<file path="src/sv/u8esc_pkg.sv">
`default_nettype none
// ----------------------------------------------------------------------------
// u8esc_pkg
// Types, codes and helper functions shared by the UTF-8 decoder blocks.
// ----------------------------------------------------------------------------
package u8esc_pkg;

    localparam logic [7:0]  CH_BACKSLASH = 8'h5C;
    localparam logic [7:0]  CH_X         = 8'h58;
    localparam logic [20:0] CP_REPLACE   = 21'h00FFFD;

    typedef enum logic [0:0] {
        FS_IDLE,
        FS_RUN
    } t_fstate;

    typedef enum logic [1:0] {
        ACT_CHAR,
        ACT_ESC,
        ACT_STOP
    } t_act;

    typedef struct packed {
        logic        is_esc;
        logic [20:0] value;
        logic        run_last;
        logic        block_last;
    } t_token;

    typedef struct packed {
        logic   valid;
        t_token token;
    } t_push;

    function automatic logic [2:0] seq_len(input logic [7:0] lead);
        logic [2:0] len;
        len = 3'd0;
        priority if (lead < 8'hC2) begin
            len = 3'd0;
        end else if ((lead & 8'hE0) == 8'hC0) begin
            len = 3'd2;
        end else if ((lead & 8'hF0) == 8'hE0) begin
            len = 3'd3;
        end else if (lead <= 8'hF4) begin
            len = 3'd4;
        end else begin
            len = 3'd0;
        end
        return len;
    endfunction

    function automatic logic cont_ok(input logic [7:0] lead, input logic second,
                                     input logic [7:0] b);
        logic ok;
        ok = ((b & 8'hC0) == 8'h80);
        if (ok && second) begin
            priority if (lead == 8'hE0) begin
                ok = (b >= 8'hA0);
            end else if (lead == 8'hED) begin
                ok = (b <= 8'h9F);
            end else if (lead == 8'hF0) begin
                ok = (b >= 8'h90);
            end else if (lead == 8'hF4) begin
                ok = (b <= 8'h8F);
            end else begin
                ok = 1'b1;
            end
        end
        return ok;
    endfunction

    function automatic logic [7:0] hex_digit(input logic [3:0] v);
        logic [7:0] c;
        if (v < 4'd10) begin
            c = 8'h30 + {4'h0, v};
        end else begin
            c = 8'h41 + {4'h0, v} - 8'd10;
        end
        return c;
    endfunction

endpackage
`default_nettype wire

</file>
<file path="src/sv/u8esc_fifo.sv">
`default_nettype none
// ----------------------------------------------------------------------------
// u8esc_fifo
// Short token queue between the classifier and the character expander.
// ----------------------------------------------------------------------------
module u8esc_fifo
    import u8esc_pkg::*;
#(
    parameter int DEPTH = 2
) (
    input  wire logic   i_clk,
    input  wire logic   i_rst_n,
    input  wire t_push  i_push,
    output logic        o_full,
    input  wire logic   i_pop,
    output logic        o_valid,
    output t_token      o_token
);

    localparam int PW = (DEPTH > 1) ? $clog2(DEPTH) : 1;
    localparam int CW = $clog2(DEPTH + 1);
    localparam logic [PW-1:0] LAST_PTR = PW'(DEPTH - 1);
    localparam logic [CW-1:0] FULL_CNT = CW'(DEPTH);

    t_token        r_mem [DEPTH];
    logic [PW-1:0] r_wr;
    logic [PW-1:0] r_rd;
    logic [CW-1:0] r_cnt;
    logic          w_do_push;
    logic          w_do_pop;

    assign o_full    = (r_cnt == FULL_CNT);
    assign o_valid   = (r_cnt != '0);
    assign o_token   = r_mem[r_rd];
    assign w_do_push = i_push.valid && !o_full;
    assign w_do_pop  = i_pop && o_valid;

    always_ff @(posedge i_clk) begin
        if (!i_rst_n) begin
            r_wr  <= '0;
            r_rd  <= '0;
            r_cnt <= '0;
        end else begin
            if (w_do_push) begin
                r_wr <= (r_wr == LAST_PTR) ? '0 : r_wr + 1'b1;
            end
            if (w_do_pop) begin
                r_rd <= (r_rd == LAST_PTR) ? '0 : r_rd + 1'b1;
            end
            unique case ({w_do_push, w_do_pop})
                2'b10:   r_cnt <= r_cnt + 1'b1;
                2'b01:   r_cnt <= r_cnt - 1'b1;
                default: r_cnt <= r_cnt;
            endcase
        end
    end

    always_ff @(posedge i_clk) begin
        if (w_do_push) begin
            r_mem[r_wr] <= i_push.token;
        end
    end

endmodule
`default_nettype wire

</file>
<file path="src/sv/u8esc_front.sv">
`default_nettype none
// ----------------------------------------------------------------------------
// u8esc_front
// Accept bytes, hold incomplete sequences, classify into char/escape tokens.
// ----------------------------------------------------------------------------
module u8esc_front
    import u8esc_pkg::*;
(
    input  wire logic       i_clk,
    input  wire logic       i_rst_n,
    input  wire logic       i_s_axis_tvalid,
    output logic            o_s_axis_tready,
    input  wire logic [7:0] i_s_axis_tdata,   // [7:0] data_byte
    input  wire logic       i_s_axis_tlast,   // end_of_data
    output t_push           o_push,
    input  wire logic       i_full
);

    t_fstate    r_state, n_state;
    logic [7:0] r_q [4];
    logic [7:0] n_q [4];
    logic [2:0] r_n, n_n;
    logic       r_eod, n_eod;
    logic       r_hv, n_hv;
    t_token     r_hold, n_hold;

    t_act        w_act;
    logic [2:0]  w_shift;
    logic [7:0]  w_lead;
    logic [2:0]  w_len;
    logic [2:0]  w_avail;
    logic        w_ok;
    logic [20:0] w_cp;

    assign w_lead  = r_q[0];
    assign w_len   = seq_len(w_lead);
    assign w_avail = (r_n < w_len) ? r_n : w_len;
    assign w_ok    = ((w_avail <= 3'd1) || cont_ok(w_lead, 1'b1, r_q[1]))
                  && ((w_avail <= 3'd2) || cont_ok(w_lead, 1'b0, r_q[2]))
                  && ((w_avail <= 3'd3) || cont_ok(w_lead, 1'b0, r_q[3]));

    always_comb begin
        unique case (w_len)
            3'd2:    w_cp = {10'b0, w_lead[4:0], r_q[1][5:0]};
            3'd3:    w_cp = {5'b0, w_lead[3:0], r_q[1][5:0], r_q[2][5:0]};
            3'd4:    w_cp = {w_lead[2:0], r_q[1][5:0], r_q[2][5:0], r_q[3][5:0]};
            default: w_cp = {13'b0, w_lead};
        endcase
    end

    always_comb begin
        w_act   = ACT_STOP;
        w_shift = 3'd1;
        priority if (r_n == 3'd0) begin
            w_act = ACT_STOP;
        end else if (w_lead < 8'h80) begin
            w_act = ACT_CHAR;
        end else if (w_len == 3'd0) begin
            w_act = ACT_ESC;
        end else if (w_ok && (w_avail == w_len) && (w_cp != CP_REPLACE)) begin
            w_act   = ACT_CHAR;
            w_shift = w_len;
        end else if (w_ok && (w_avail != w_len) && !r_eod) begin
            w_act = ACT_STOP;
        end else begin
            w_act = ACT_ESC;
        end
    end

    always_ff @(posedge i_clk) begin
        if (!i_rst_n) begin
            r_state <= FS_IDLE;
            r_n     <= '0;
            r_eod   <= 1'b0;
            r_hv    <= 1'b0;
        end else begin
            r_state <= n_state;
            r_n     <= n_n;
            r_eod   <= n_eod;
            r_hv    <= n_hv;
        end
    end

    always_ff @(posedge i_clk) begin
        r_q    <= n_q;
        r_hold <= n_hold;
    end

    always_comb begin
        n_state         = r_state;
        n_q             = r_q;
        n_n             = r_n;
        n_eod           = r_eod;
        n_hv            = r_hv;
        n_hold          = r_hold;
        o_s_axis_tready = 1'b0;
        o_push.valid    = 1'b0;
        o_push.token    = r_hold;
        unique case (r_state)
            FS_IDLE: begin
                o_s_axis_tready = 1'b1;
                if (i_s_axis_tvalid) begin
                    n_q[r_n[1:0]] = i_s_axis_tdata;
                    n_n           = r_n + 3'd1;
                    n_eod         = i_s_axis_tlast;
                    n_state       = FS_RUN;
                end
            end
            FS_RUN: begin
                if (w_act == ACT_STOP) begin
                    // flush the held token with the end-of-run marks
                    o_push.token.run_last   = 1'b1;
                    o_push.token.block_last = r_eod;
                    if (!r_hv) begin
                        n_state = FS_IDLE;
                    end else if (!i_full) begin
                        o_push.valid = 1'b1;
                        n_hv         = 1'b0;
                        n_state      = FS_IDLE;
                    end
                end else if (!r_hv || !i_full) begin
                    o_push.valid      = r_hv;
                    n_hv              = 1'b1;
                    n_hold.is_esc     = (w_act == ACT_ESC);
                    n_hold.value      = (w_act == ACT_ESC) ? {13'b0, w_lead} : w_cp;
                    n_hold.run_last   = 1'b0;
                    n_hold.block_last = 1'b0;
                    n_n               = r_n - w_shift;
                    for (int i = 0; i < 4; i++) begin
                        logic [2:0] j;
                        j = 3'(i) + w_shift;
                        n_q[i] = (j < 3'd4) ? r_q[j[1:0]] : 8'h00;
                    end
                end
            end
            default: n_state = FS_IDLE;
        endcase
    end

endmodule
`default_nettype wire

</file>
<file path="src/sv/u8esc_back.sv">
`default_nettype none
// ----------------------------------------------------------------------------
// u8esc_back
// Expand tokens into output words: one code point or a four-character escape.
// ----------------------------------------------------------------------------
module u8esc_back
    import u8esc_pkg::*;
(
    input  wire logic        i_clk,
    input  wire logic        i_rst_n,
    input  wire logic        i_valid,
    input  wire t_token      i_token,
    output logic             o_pop,
    output logic             o_m_axis_tvalid,
    input  wire logic        i_m_axis_tready,
    output logic [23:0]      o_m_axis_tdata,  // [20:0] code_point
    output logic             o_m_axis_tlast,  // run_last
    output logic [0:0]       o_m_axis_tuser   // [0] block_last
);

    logic       r_valid, n_valid;
    t_token     r_tok, n_tok;
    logic [1:0] r_idx, n_idx;

    logic        w_final;
    logic        w_take;
    logic        w_load;
    logic [7:0]  w_esc_ch;
    logic [20:0] w_cp;

    assign w_final = !r_tok.is_esc || (r_idx == 2'd3);
    assign w_take  = r_valid && i_m_axis_tready;
    assign w_load  = !r_valid || (w_take && w_final);
    assign o_pop   = w_load && i_valid;

    always_comb begin
        unique case (r_idx)
            2'd0: w_esc_ch = CH_BACKSLASH;
            2'd1: w_esc_ch = CH_X;
            2'd2: w_esc_ch = hex_digit(r_tok.value[7:4]);
            2'd3: w_esc_ch = hex_digit(r_tok.value[3:0]);
        endcase
    end

    assign w_cp            = r_tok.is_esc ? {13'b0, w_esc_ch} : r_tok.value;
    assign o_m_axis_tvalid = r_valid;
    assign o_m_axis_tdata  = {3'b0, w_cp};
    assign o_m_axis_tlast  = w_final && r_tok.run_last;
    assign o_m_axis_tuser  = w_final && r_tok.block_last;

    always_comb begin
        n_valid = r_valid;
        n_tok   = r_tok;
        n_idx   = r_idx;
        if (w_load) begin
            n_valid = i_valid;
            n_tok   = i_token;
            n_idx   = 2'd0;
        end else if (w_take) begin
            n_idx = r_idx + 2'd1;
        end
    end

    always_ff @(posedge i_clk) begin
        if (!i_rst_n) begin
            r_valid <= 1'b0;
            r_idx   <= '0;
        end else begin
            r_valid <= n_valid;
            r_idx   <= n_idx;
        end
    end

    always_ff @(posedge i_clk) begin
        r_tok <= n_tok;
    end

endmodule
`default_nettype wire

</file>
<file path="src/sv/utf8_decode_with_byte_escape_unit.sv">
`default_nettype none
// ----------------------------------------------------------------------------
// utf8_decode_with_byte_escape_unit
// Stream UTF-8 decoder that escapes rejected lead bytes as \XHH.
// ----------------------------------------------------------------------------
// Bytes enter on the slave stream with tlast marking end of data; code points
// leave on the master stream, tlast on the last word caused by a byte and
// tuser[0] on the last word of the data block. The front classifier accepts a
// byte only while idle, then produces its tokens (a code point or an escape)
// one at a time and closes with a step that flushes any held token, marked as
// the end of the run; it takes no new byte before that. The back expander
// writes one word per cycle while the output is ready, and an escaped byte
// expands to a four-character escape; the sustained rate is set by whichever
// side is slower. A token queue of FIFO_DEPTH entries lets the two sides stall
// independently.
// ----------------------------------------------------------------------------
module utf8_decode_with_byte_escape_unit
    import u8esc_pkg::*;
#(
    parameter int FIFO_DEPTH = 2
) (
    input  wire logic        i_clk,
    input  wire logic        i_rst_n,
    input  wire logic        i_s_axis_tvalid,
    output logic             o_s_axis_tready,
    input  wire logic [7:0]  i_s_axis_tdata,  // [7:0] data_byte
    input  wire logic        i_s_axis_tlast,  // end_of_data
    output logic             o_m_axis_tvalid,
    input  wire logic        i_m_axis_tready,
    output logic [23:0]      o_m_axis_tdata,  // [20:0] code_point
    output logic             o_m_axis_tlast,  // run_last
    output logic [0:0]       o_m_axis_tuser   // [0] block_last
);

    t_push  w_push;
    logic   w_full;
    logic   w_pop;
    logic   w_fifo_valid;
    t_token w_fifo_tok;

    u8esc_front u_front (
        .i_clk           (i_clk),
        .i_rst_n         (i_rst_n),
        .i_s_axis_tvalid (i_s_axis_tvalid),
        .o_s_axis_tready (o_s_axis_tready),
        .i_s_axis_tdata  (i_s_axis_tdata),
        .i_s_axis_tlast  (i_s_axis_tlast),
        .o_push          (w_push),
        .i_full          (w_full)
    );

    u8esc_fifo #(
        .DEPTH (FIFO_DEPTH)
    ) u_fifo (
        .i_clk   (i_clk),
        .i_rst_n (i_rst_n),
        .i_push  (w_push),
        .o_full  (w_full),
        .i_pop   (w_pop),
        .o_valid (w_fifo_valid),
        .o_token (w_fifo_tok)
    );

    u8esc_back u_back (
        .i_clk           (i_clk),
        .i_rst_n         (i_rst_n),
        .i_valid         (w_fifo_valid),
        .i_token         (w_fifo_tok),
        .o_pop           (w_pop),
        .o_m_axis_tvalid (o_m_axis_tvalid),
        .i_m_axis_tready (i_m_axis_tready),
        .o_m_axis_tdata  (o_m_axis_tdata),
        .o_m_axis_tlast  (o_m_axis_tlast),
        .o_m_axis_tuser  (o_m_axis_tuser)
    );

    a_no_overflow : assert property (@(posedge i_clk) disable iff (!i_rst_n)
        w_push.valid |-> !w_full)
        else $error("token pushed into full queue");

    a_block_implies_run : assert property (@(posedge i_clk) disable iff (!i_rst_n)
        (o_m_axis_tvalid && o_m_axis_tuser[0]) |-> o_m_axis_tlast)
        else $error("block end without run end");

    a_scalar_range : assert property (@(posedge i_clk) disable iff (!i_rst_n)
        o_m_axis_tvalid |-> ((o_m_axis_tdata[20:0] <= 21'h10FFFF)
                          && (o_m_axis_tdata[20:0] != CP_REPLACE)
                          && (o_m_axis_tdata[20:11] != 10'b0000011011)))
        else $error("emitted code point is not a permitted scalar");

endmodule
`default_nettype wire
</file>
<file path="config.mk">
export PLATFORM = sky130hd
export DESIGN_NAME = utf8_decode_with_byte_escape_unit
export DESIGN_NICKNAME = d
export VERILOG_FILES = /design/src/sv/u8esc_pkg.sv /design/src/sv/u8esc_fifo.sv /design/src/sv/u8esc_front.sv /design/src/sv/u8esc_back.sv /design/src/sv/utf8_decode_with_byte_escape_unit.sv
export SDC_FILE = /design/constraint.sdc
export NUM_CORES = 1
export LEC_CHECK = 0
export BUFFER_PORTS_ARGS = -buffer_cell sky130_fd_sc_hd__buf_4
export CORE_MARGIN = 2
export CORE_UTILIZATION = 57
export CTS_CLUSTER_SIZE = 8
export DETAILED_ROUTE_END_ITERATION = 10
export GPL_ROUTABILITY_DRIVEN = 1
export GPL_TIMING_DRIVEN = 0
export PLACE_DENSITY = 0.85
export SYNTH_ARGS = -nofsm -noshare
export SYNTH_HDL_FRONTEND = slang
export SYNTH_HIERARCHICAL = 1
export SYNTH_SLANG_ARGS = --single-unit
</file>
<file path="constraint.sdc">
create_clock -name i_clk -period 11.9 [get_ports i_clk]
set_clock_uncertainty 0.15 [all_clocks]
set_input_delay 1.19 -clock i_clk [delete_from_list [all_inputs] [get_ports i_clk]]
set_output_delay 1.19 -clock i_clk [all_outputs]
set_load 0.02 [all_outputs]
</file>
==> Word level (Yosys, flattened, before mapping) <==
Memory sizes are Yosys's and may differ from the RTL's. A register that Yosys moved wholly into a read port is not among the register bits.
Index checks and enable logic that the tools add are counted.
W data, S select, Z words.
{ "word_totals": {"output_inout_bits": 28, "in_bits": 13, "word_cells": 198, "mem_count": 1, "ram_bits": 48, "ff_bits": 67} }
{ "op_classes": {"n_eq_ne": 26, "n_bitwise": 8, "n_mux": 72, "magnitude_cmp": 23, "n_reduce_logical": 36, "n_addsub": 16} }
{ "memory_table": {"columns": ["memory", "depth", "word_bits", "read_ports", "rd_clocked_by_memory_dff", "wr", "line", "source"], "rows": [
  ["u_fifo.r_mem", 2, 24, 1, 1, 1, "u8esc_fifo.sv:25", "t_token r_mem [DEPTH];"]
]} }
{ "ops": {"columns": ["op", "n"], "rows": [
  ["$mux W8", 16],
  ["$mux W32", 3],
  ["$bmux W8 S2", 4],
  ["$pmux W32 S2", 1],
  ["$pmux W21 S3", 1],
  ["$mux W3", 12],
  ["$bwmux W32", 1],
  ["$eq A8 B8 Y1 const B", 4],
  ["$pmux W8 S4", 1],
  ["$le A8 B8 Y1 const B", 3],
  ["$mux W1", 21],
  ["$mux W21", 1],
  ["$ne A21 B16 Y1 const B", 1],
  ["$add A7 B4 Y8 const A", 2],
  ["$demux W8 S2", 1],
  ["$eq A2 B2 Y1 const B", 8],
  ["$ge A8 B8 Y1 const B", 2],
  ["$lt A8 B8 Y1 const B", 2],
  ["$sub A8 B4 Y8 const B", 2],
  ["$ge A3 B3 Y1 const B", 5],
  ["$not A2 Y3", 5],
  ["$add A6 B4 Y7 const A", 2],
  ["$logic_and A1 B1 Y1", 14],
  ["$mux W2", 7],
  ["other kinds (32)", 62]
]} }

==> Logic depth before layout (Yosys ltp) <==
Gate-level depths: netlist (run 1).
{ "depth": {"depth_word": 26, "ltp_mapped": 21, "ltp_nobuf": 17} }

==> Hierarchy <==
Netlist (run 1), hierarchy kept.
{ "modules_own_cells": {"columns": ["module", "cells_each", "n_inst", "seq_area_each_um2", "area_each_um2"], "rows": [
  ["u8esc_front", 412, 1, 1741.7, 4219.0],
  ["u8esc_fifo", 101, 1, 1541.5, 1965.6],
  ["u8esc_back", 120, 1, 780.7, 1441.4]
]} }

==> Worst setup path after synthesis (run 1) <==
OpenSTA, ideal clock, no wires.
{ "synth_path": {"path_type": "flip-flop to flip-flop", "startpoint": "reg u_front.r_q, in the netlist u_front/w_lead[1]", "endpoint": "reg u_front/r_q[3] in the netlist's numbering, data pin", "path_stages_with_launch": 20, "synth_period_minus_slack_ps": 4851, "slack_ps": 7049, "t_required_ps": 11494, "arrival_time_ps": 4445, "cell_sequence": "edfxtp_1 -> buf_6 -> o21a_1 -> or3_1 -> buf_2 -> inv_1 -> ha_1 -> o21ai_0 -> a22oi_1 -> o21ba_2 -> nor3_1 -> o21ai_2 -> nor2_4 -> buf_6 -> buf_4 -> ha_1 -> clkbuf_1 -> clkinv_1 -> mux4_2 -> a22o_1"} }
{ "synth_lines": {"columns": ["element", "line", "source"], "rows": [
  ["start: declaration", "u8esc_front.sv:20", "logic [7:0] r_q [4];"],
  ["start signal: assignment", "u8esc_front.sv:85", "r_q <= n_q;"]
]} }

==> out/qor.txt, run 1 <==
status -> complete, no violations
hold_sp -> u_front/o_push[2]
# fillers -> 994
Residual DRC -> 0
Post-synth ARST share -> 0
count of different cell masters after synthesis -> 82
htree depth -> 4
first-pass GRT wire length -> 29,100 µm
XOR/XNOR Fraction of Synth Area -> 0.00804
Post-Syn Area -> 7630 µm²
post-DP HPWL -> 13,200 µm
register area -> 4060 µm²
Synth Instances -> 633
DP Cell Count -> 849
vias per inst -> 6.38
P_leak -> 3.13 nW
multi-input logic area -> 3180 µm²
crit start category -> flop
peak supply drop -> 0.112 mV
ant diodes -> 0
largest net degree at the start of global routing -> 25
multiplexer share of the synthesized area -> 0.0914
CTS tree -> yes
P per Cell Area -> 217 nW/µm²
R2R setup slack -> 5.94 ns
Via Count -> 5,619
worst path required time -> 11.93 ns
period utilization -> 0.501
CTS Buffer Depth -> 2
layout cell share with drive strength beyond 1 -> 0.216
EDFF count, synth -> 126
total congestion overflow -> 0
MaxCap Viol Count -> 0
core area -> 13,100 µm²
clock latency on the worst-skew pair -> 0.43 ns
Detailed Route Iter0 Violations -> 595
dpl cell area -> 8150 µm²
Tightest Pin Transition -> 1.25 ns
share of the synthesized area in the top cell type -> 0.496
Placer Congestion -> 0.936
chip width -> 120 µm
area grow syn2layout -> 14.0%
RR Endpoint -> u_front/r_q[6]
Ys Warns -> 6
main combinational cell family by area after synthesis -> compound AO/OA/AOI/OAI gates
Worst EP arrival -> 5.99 ns
postcts setup bufs -> 0
Root Buffer -> clkbuf_16
Max Transition Viols Final -> 0
FF-to-FF path depth -> 19
Worst-path clk slew -> 0.06 ns
final setup vio count -> 0
initial core utilization -> 0.580
Worst setup EP type -> flop
Slew Limit Headroom -> 0.159
Worst Path Max Fanout -> 10
total power -> 1.88 mW
post-synthesis adder-cell area fraction -> 0.0240
Hold Slack -> 0.291 ns
worst setup path class -> flop to flop
synth top area cells -> edfxtp_1 50%, mux4_2 4.1%, dfxtp_1 3.7%, mux2_2 3.5%, nor2b_1 2.7%
most frequent cells after synthesis -> 126 x edfxtp_1, 45 x inv_1, 33 x nor2b_1
r2r startpoint -> u_front/w_lead[4]
Hold Crit Endpoint -> u_fifo/r_mem[0][2]
top cell type by total area after synthesis -> edfxtp_1
count of input and output buffers -> 37
Synth Area in Simple Gates -> 0.134
GRT Resource Usage Total -> 0.262
design area -> 8690 µm²
Hold Violations, Final -> 0
full die area -> 14,300 µm²
DR WL/cell -> 20.6 µm
Sink Count -> 140
# IOs -> 41
syn avg cell area -> 12.0 µm²
RSZ-0062 raised after global routing -> false
Max Fclk -> 168 MHz
initial antenna violation count -> 0
Post-DRT Antenna Nets -> 0
number of global-route vias before repair -> 5,597
post_cts resized -> 0
fin cells -> 881
Pre-antenna DRT Iters -> 5
CTS buffer count -> 17
Rows -> 42
complex-gate fraction of the synthesized area -> 0.158
register area share after synthesis -> 0.533
Hold Crit Class -> flop to flop
Final nets -> 719
hold-fix buffers at CTS -> 0
Most used DFF post-synth -> edfxtp_1
setup TNS -> 0 ns
most frequent cell after synthesis -> edfxtp_1
die height -> 120 µm
Worst Hold Depth -> 0
final wirelength -> 18,200 µm
minimum clock period -> 5.96 ns
register bit total from synthesis -> 140
-- registers in the layout, indices dropped and copies added (netlist names), named ones only --
register / cells
u_back/o_m_axis_tvalid: 1
u_back/r_idx: 2
u_back/r_tok: 24
u_fifo/r_cnt: 2
u_fifo/r_mem: 48
u_fifo/r_rd: 1
u_fifo/r_wr: 1
u_front/o_push: 22
u_front/r_eod: 1
u_front/r_hv: 1
u_front/r_n: 3
u_front/r_q: 24
u_front/r_state: 1
u_front/w_lead: 8
-- how the worst max path moves through the flow --
stage                          end               from  cells after the start
finish              u_front/r_q[6]  u_front/w_lead[4]                     19
CTS                 u_front/r_q[6]  u_front/w_lead[4]                     19
floorplan           u_front/r_q[3]  u_front/w_lead[1]                     19
detailed placement  u_front/r_q[3]  u_front/w_lead[4]                     19
global route        u_front/r_q[6]  u_front/w_lead[4]                     19
global placement    u_front/r_q[6]  u_front/w_lead[4]                     19
-- area by class of cell --
class                   count  share of cell area
well taps                 176              0.0253
multi-input cells         409               0.366
inverters                  48              0.0207
plain buffers              38              0.0242
repair buffers             38              0.0337
flip-flops and latches    140               0.468
clock buffers              17              0.0489
clock inverters            15              0.0134
-- worst max-delay path, cell delays in order, from the launching register on --
cell and delay [ns]:
edfxtp_1 0.43, buf_4 0.23, nand4_1 0.14, or3_1 0.32
buf_2 0.22, inv_1 0.32, ha_1 0.21, o21ai_0 0.16
a22oi_1 0.36, o21ba_2 0.22, nor3_1 0.33, o21ai_2 0.20
nor2_4 0.29, buf_6 0.23, buf_4 0.23, ha_1 0.14
clkbuf_1 0.42, clkinv_1 0.45, mux4_2 0.40, a22o_1 0.25
-- metrics by stage --
step / utilization / setup WS (ns)
2_1_floorplan: - / 7.05
3_3_place_gp: 0.619 / 6.13
3_5_place_dp: 0.620 / 6.06
4_1_cts: 0.662 / 6.04
5_1_grt: 0.662 / 5.72
6_report: 0.662 / 5.94
-- where the power goes --
group	total (mW)	switching, mW	internal (mW)
sequential	0.733	0.0753	0.658
combinational	0.673	0.423	0.250
clock	0.478	0.209	0.269
total	1.88	0.707	1.18
-- logic make-up (layout without fill, tap and decap cells) --
logic type | after synthesis | in the layout
muxes | 49 | 49
adders and majority gates | 14 | 14
other | 1 | 3
buffers and inverters | 86 | 156
AOI/OAI and AO/OA | 161 | 161
DFF | 140 | 140
xor gates and xnor gates | 7 | 7
and+or+nand+nor | 175 | 175
-- metal layers --
metal	up-vias	GRT usage	wire length, µm
met2	279	0.459	9370
met5	-	0	0
li1	2559	-	-
met1	2728	0.312	7090
met4	0	0.120	550
met3	53	0.0532	1140
-- cell usage in the layout (no fill, tap or decap), types with 12 or more instances in the layout --
cell type | synthesis | final
nor2b_1 | 33 | 33
o221ai_1 | 12 | 12
a21oi_1 | 24 | 24
mux4_2 | 14 | 14
edfxtp_1 | 126 | 126
nor3_1 | 22 | 22
dfxtp_1 | 14 | 14
buf_2 | 12 | 12
ha_1 | 13 | 13
clkbuf_1 | 15 | 15
nand2_1 | 32 | 32
o21ai_0 | 17 | 17
nor2_1 | 20 | 19
buf_4 | 8 | 45
clkbuf_16 | 0 | 17
mux2_2 | 24 | 24
inv_1 | 45 | 45
Power figures use the tool's default switching activity.
==> run 2, diff against run 1 <==
Clock period 11.9 ns to 6.1 ns, I/O delays scaled along.
==> run 2 against run 1 <==
Worst setup slack worse by 5.6 ns. Clock power is 95% higher. Critical path depth is 1 lower. Hold slack hardly changed. Power is 95% higher. Combinational power is 96% higher. Critical path type unchanged. Highest routed layer unchanged.
==> out/qor.txt, run 2 (synthesis gave the netlist of run 1 again) <==
final setup vio count -> 0
design area -> 8690 µm²
total congestion overflow -> 0
core area -> 13,100 µm²
layout cell share with drive strength beyond 1 -> 0.217
Residual DRC -> 0
Biggest register -> u_fifo/r_mem
setup TNS -> 0 ns
Hold Slack -> 0.291 ns
vias per inst -> 6.32
fin cells -> 880
initial antenna violation count -> 0
DR WL/cell -> 20.6 µm
Sw Share -> 0.376
ant diodes -> 0
M1 WL -> 7130 µm
Tightest Pin Transition -> 1.31 ns
Post-DRT Antenna Nets -> 0
postcts setup bufs -> 0
multi-input logic area -> 3180 µm²
Clk pwr share -> 0.253
minimum clock period -> 5.74 ns
peak supply drop -> 0.217 mV
Net Switching -> 1.38 mW
commonest non-fill, non-tap cells in the layout -> 126 x edfxtp_1, 45 x buf_4, 45 x inv_1
crit start category -> flop
Flop pwr share -> 0.389
Largest register FFs -> 48
CTS Buffer Depth -> 2
hold-fix buffers at CTS -> 0
Hold Violations, Final -> 0
post-DP HPWL -> 13,200 µm
Worst setup EP type -> flop
CTS buffer count -> 17
max layer used -> met4
Met2 Wirelength -> 9440 µm
die height -> 120 µm
MaxCap Viol Count -> 0
post_cts resized -> 0
Worst EP arrival -> 5.77 ns
Rows -> 42
DP Cell Count -> 849
final wirelength -> 18,200 µm
status -> complete, no violations
worst path required time -> 6.13 ns
P_leak -> 3.13 nW
Placer Congestion -> 0.936
dpl cell area -> 8150 µm²
full die area -> 14,300 µm²
CTS tree -> yes
area grow syn2layout -> 14.0%
R2R setup slack -> 0.36 ns
htree depth -> 4
Comb power frac -> 0.358
Pre-antenna DRT Iters -> 5
Hold Crit Class -> flop to flop
register area -> 4060 µm²
initial core utilization -> 0.580
clock latency on the worst-skew pair -> 0.42 ns
first-pass GRT wire length -> 29,100 µm
Worst Path Max Fanout -> 10
Detailed Route Iter0 Violations -> 569
largest net degree at the start of global routing -> 25
# IOs -> 41
Root Buffer -> clkbuf_16
GRT Resource Usage Total -> 0.262
Sink Count -> 140
Slew Limit Headroom -> 0.118
Worst-path clk slew -> 0.06 ns
P per Cell Area -> 423 nW/µm²
commonest non-fill, non-tap cell in the layout -> edfxtp_1
RSZ-0062 raised after global routing -> false
top flop regs -> u_fifo/r_mem (48), u_back/r_tok (24), u_front/r_q (24)
count of input and output buffers -> 37
worst setup path class -> flop to flop
chip width -> 120 µm
Via Count -> 5,562
Final nets -> 718
Max Fclk -> 174 MHz
period utilization -> 0.941
Power Internal -> 2.30 mW
# fillers -> 997
Max Transition Viols Final -> 0
met3 WL post-DR -> 1090 µm
number of global-route vias before repair -> 5,597
[run 2: cell count changes in the layout (fill, tap and decap cells not counted)]
| cell | previous run | this run |
|---|---|---|
| clkbuf_1 | 15 | 14 |
| clkinvlp_4 | 2 | 3 |
| clkinv_1 | 4 | 3 |
[run 2: metal layers]
layer  global-route usage  vias up
met5                    0        -
li1                     -     2555
met4                0.120        0
met3               0.0532       42
met2                0.459      253
met1                0.312     2712
[run 2: power by group through the flow]
stage | clock [mW] | sequential (mW) | combinational [mW]
6_report | 0.931 | 1.43 | 1.32
5_1_grt | 0.988 | 1.44 | 1.41
4_1_cts | 0.947 | 1.42 | 1.28
3_5_place_dp | 0 | 1.44 | 1.27
3_3_place_gp | 0 | 1.43 | 1.24
2_1_floorplan | 0 | 1.38 | 0.947
[run 2: critical path, cell delays in order (launching register included)]
cell        delay, ns
edfxtp_1         0.44
buf_4            0.24
nand4_1          0.14
or3_1            0.32
buf_2            0.21
inv_1            0.32
ha_1             0.21
o21ai_0          0.16
a22oi_1          0.37
o21ba_2          0.22
nor3_1           0.33
o21ai_2          0.20
nor2_4           0.29
buf_6            0.23
buf_4            0.23
ha_1             0.45
clkinvlp_4       0.36
mux4_2           0.36
a22o_1           0.25
[run 2: layout make-up]
| cell class | count | share of cell area |
|---|---|---|
| clock inverters | 15 | 0.0134 |
| plain buffers | 37 | 0.0238 |
| multi-input cells | 409 | 0.366 |
| inverters | 48 | 0.0212 |
| clock buffers | 17 | 0.0489 |
| well taps | 176 | 0.0253 |
| flip-flops and latches | 140 | 0.468 |
| repair buffers | 38 | 0.0337 |
[run 2: per-stage QoR]
stage / total power, mW / utilization / setup slack [ns]
floorplan: 2.33 / - / 1.25
global placement: 2.67 / 0.619 / 0.327
detailed placement: 2.71 / 0.620 / 0.264
CTS: 3.65 / 0.662 / 0.241
global route: 3.84 / 0.662 / 0.208
finish: 3.68 / 0.662 / 0.358
[run 2: path summary, 6_finish.rpt]
path	start	endpoint	cells after the start
worst max-delay path	u_front/w_lead[4]	u_front/r_q[6]	18
worst min-delay path	u_front/o_push[2]	u_fifo/r_mem[0][2]	0
worst max register to register	u_front/w_lead[4]	u_front/r_q[6]	18
worst min register to register	u_front/o_push[2]	u_fifo/r_mem[0][2]	0
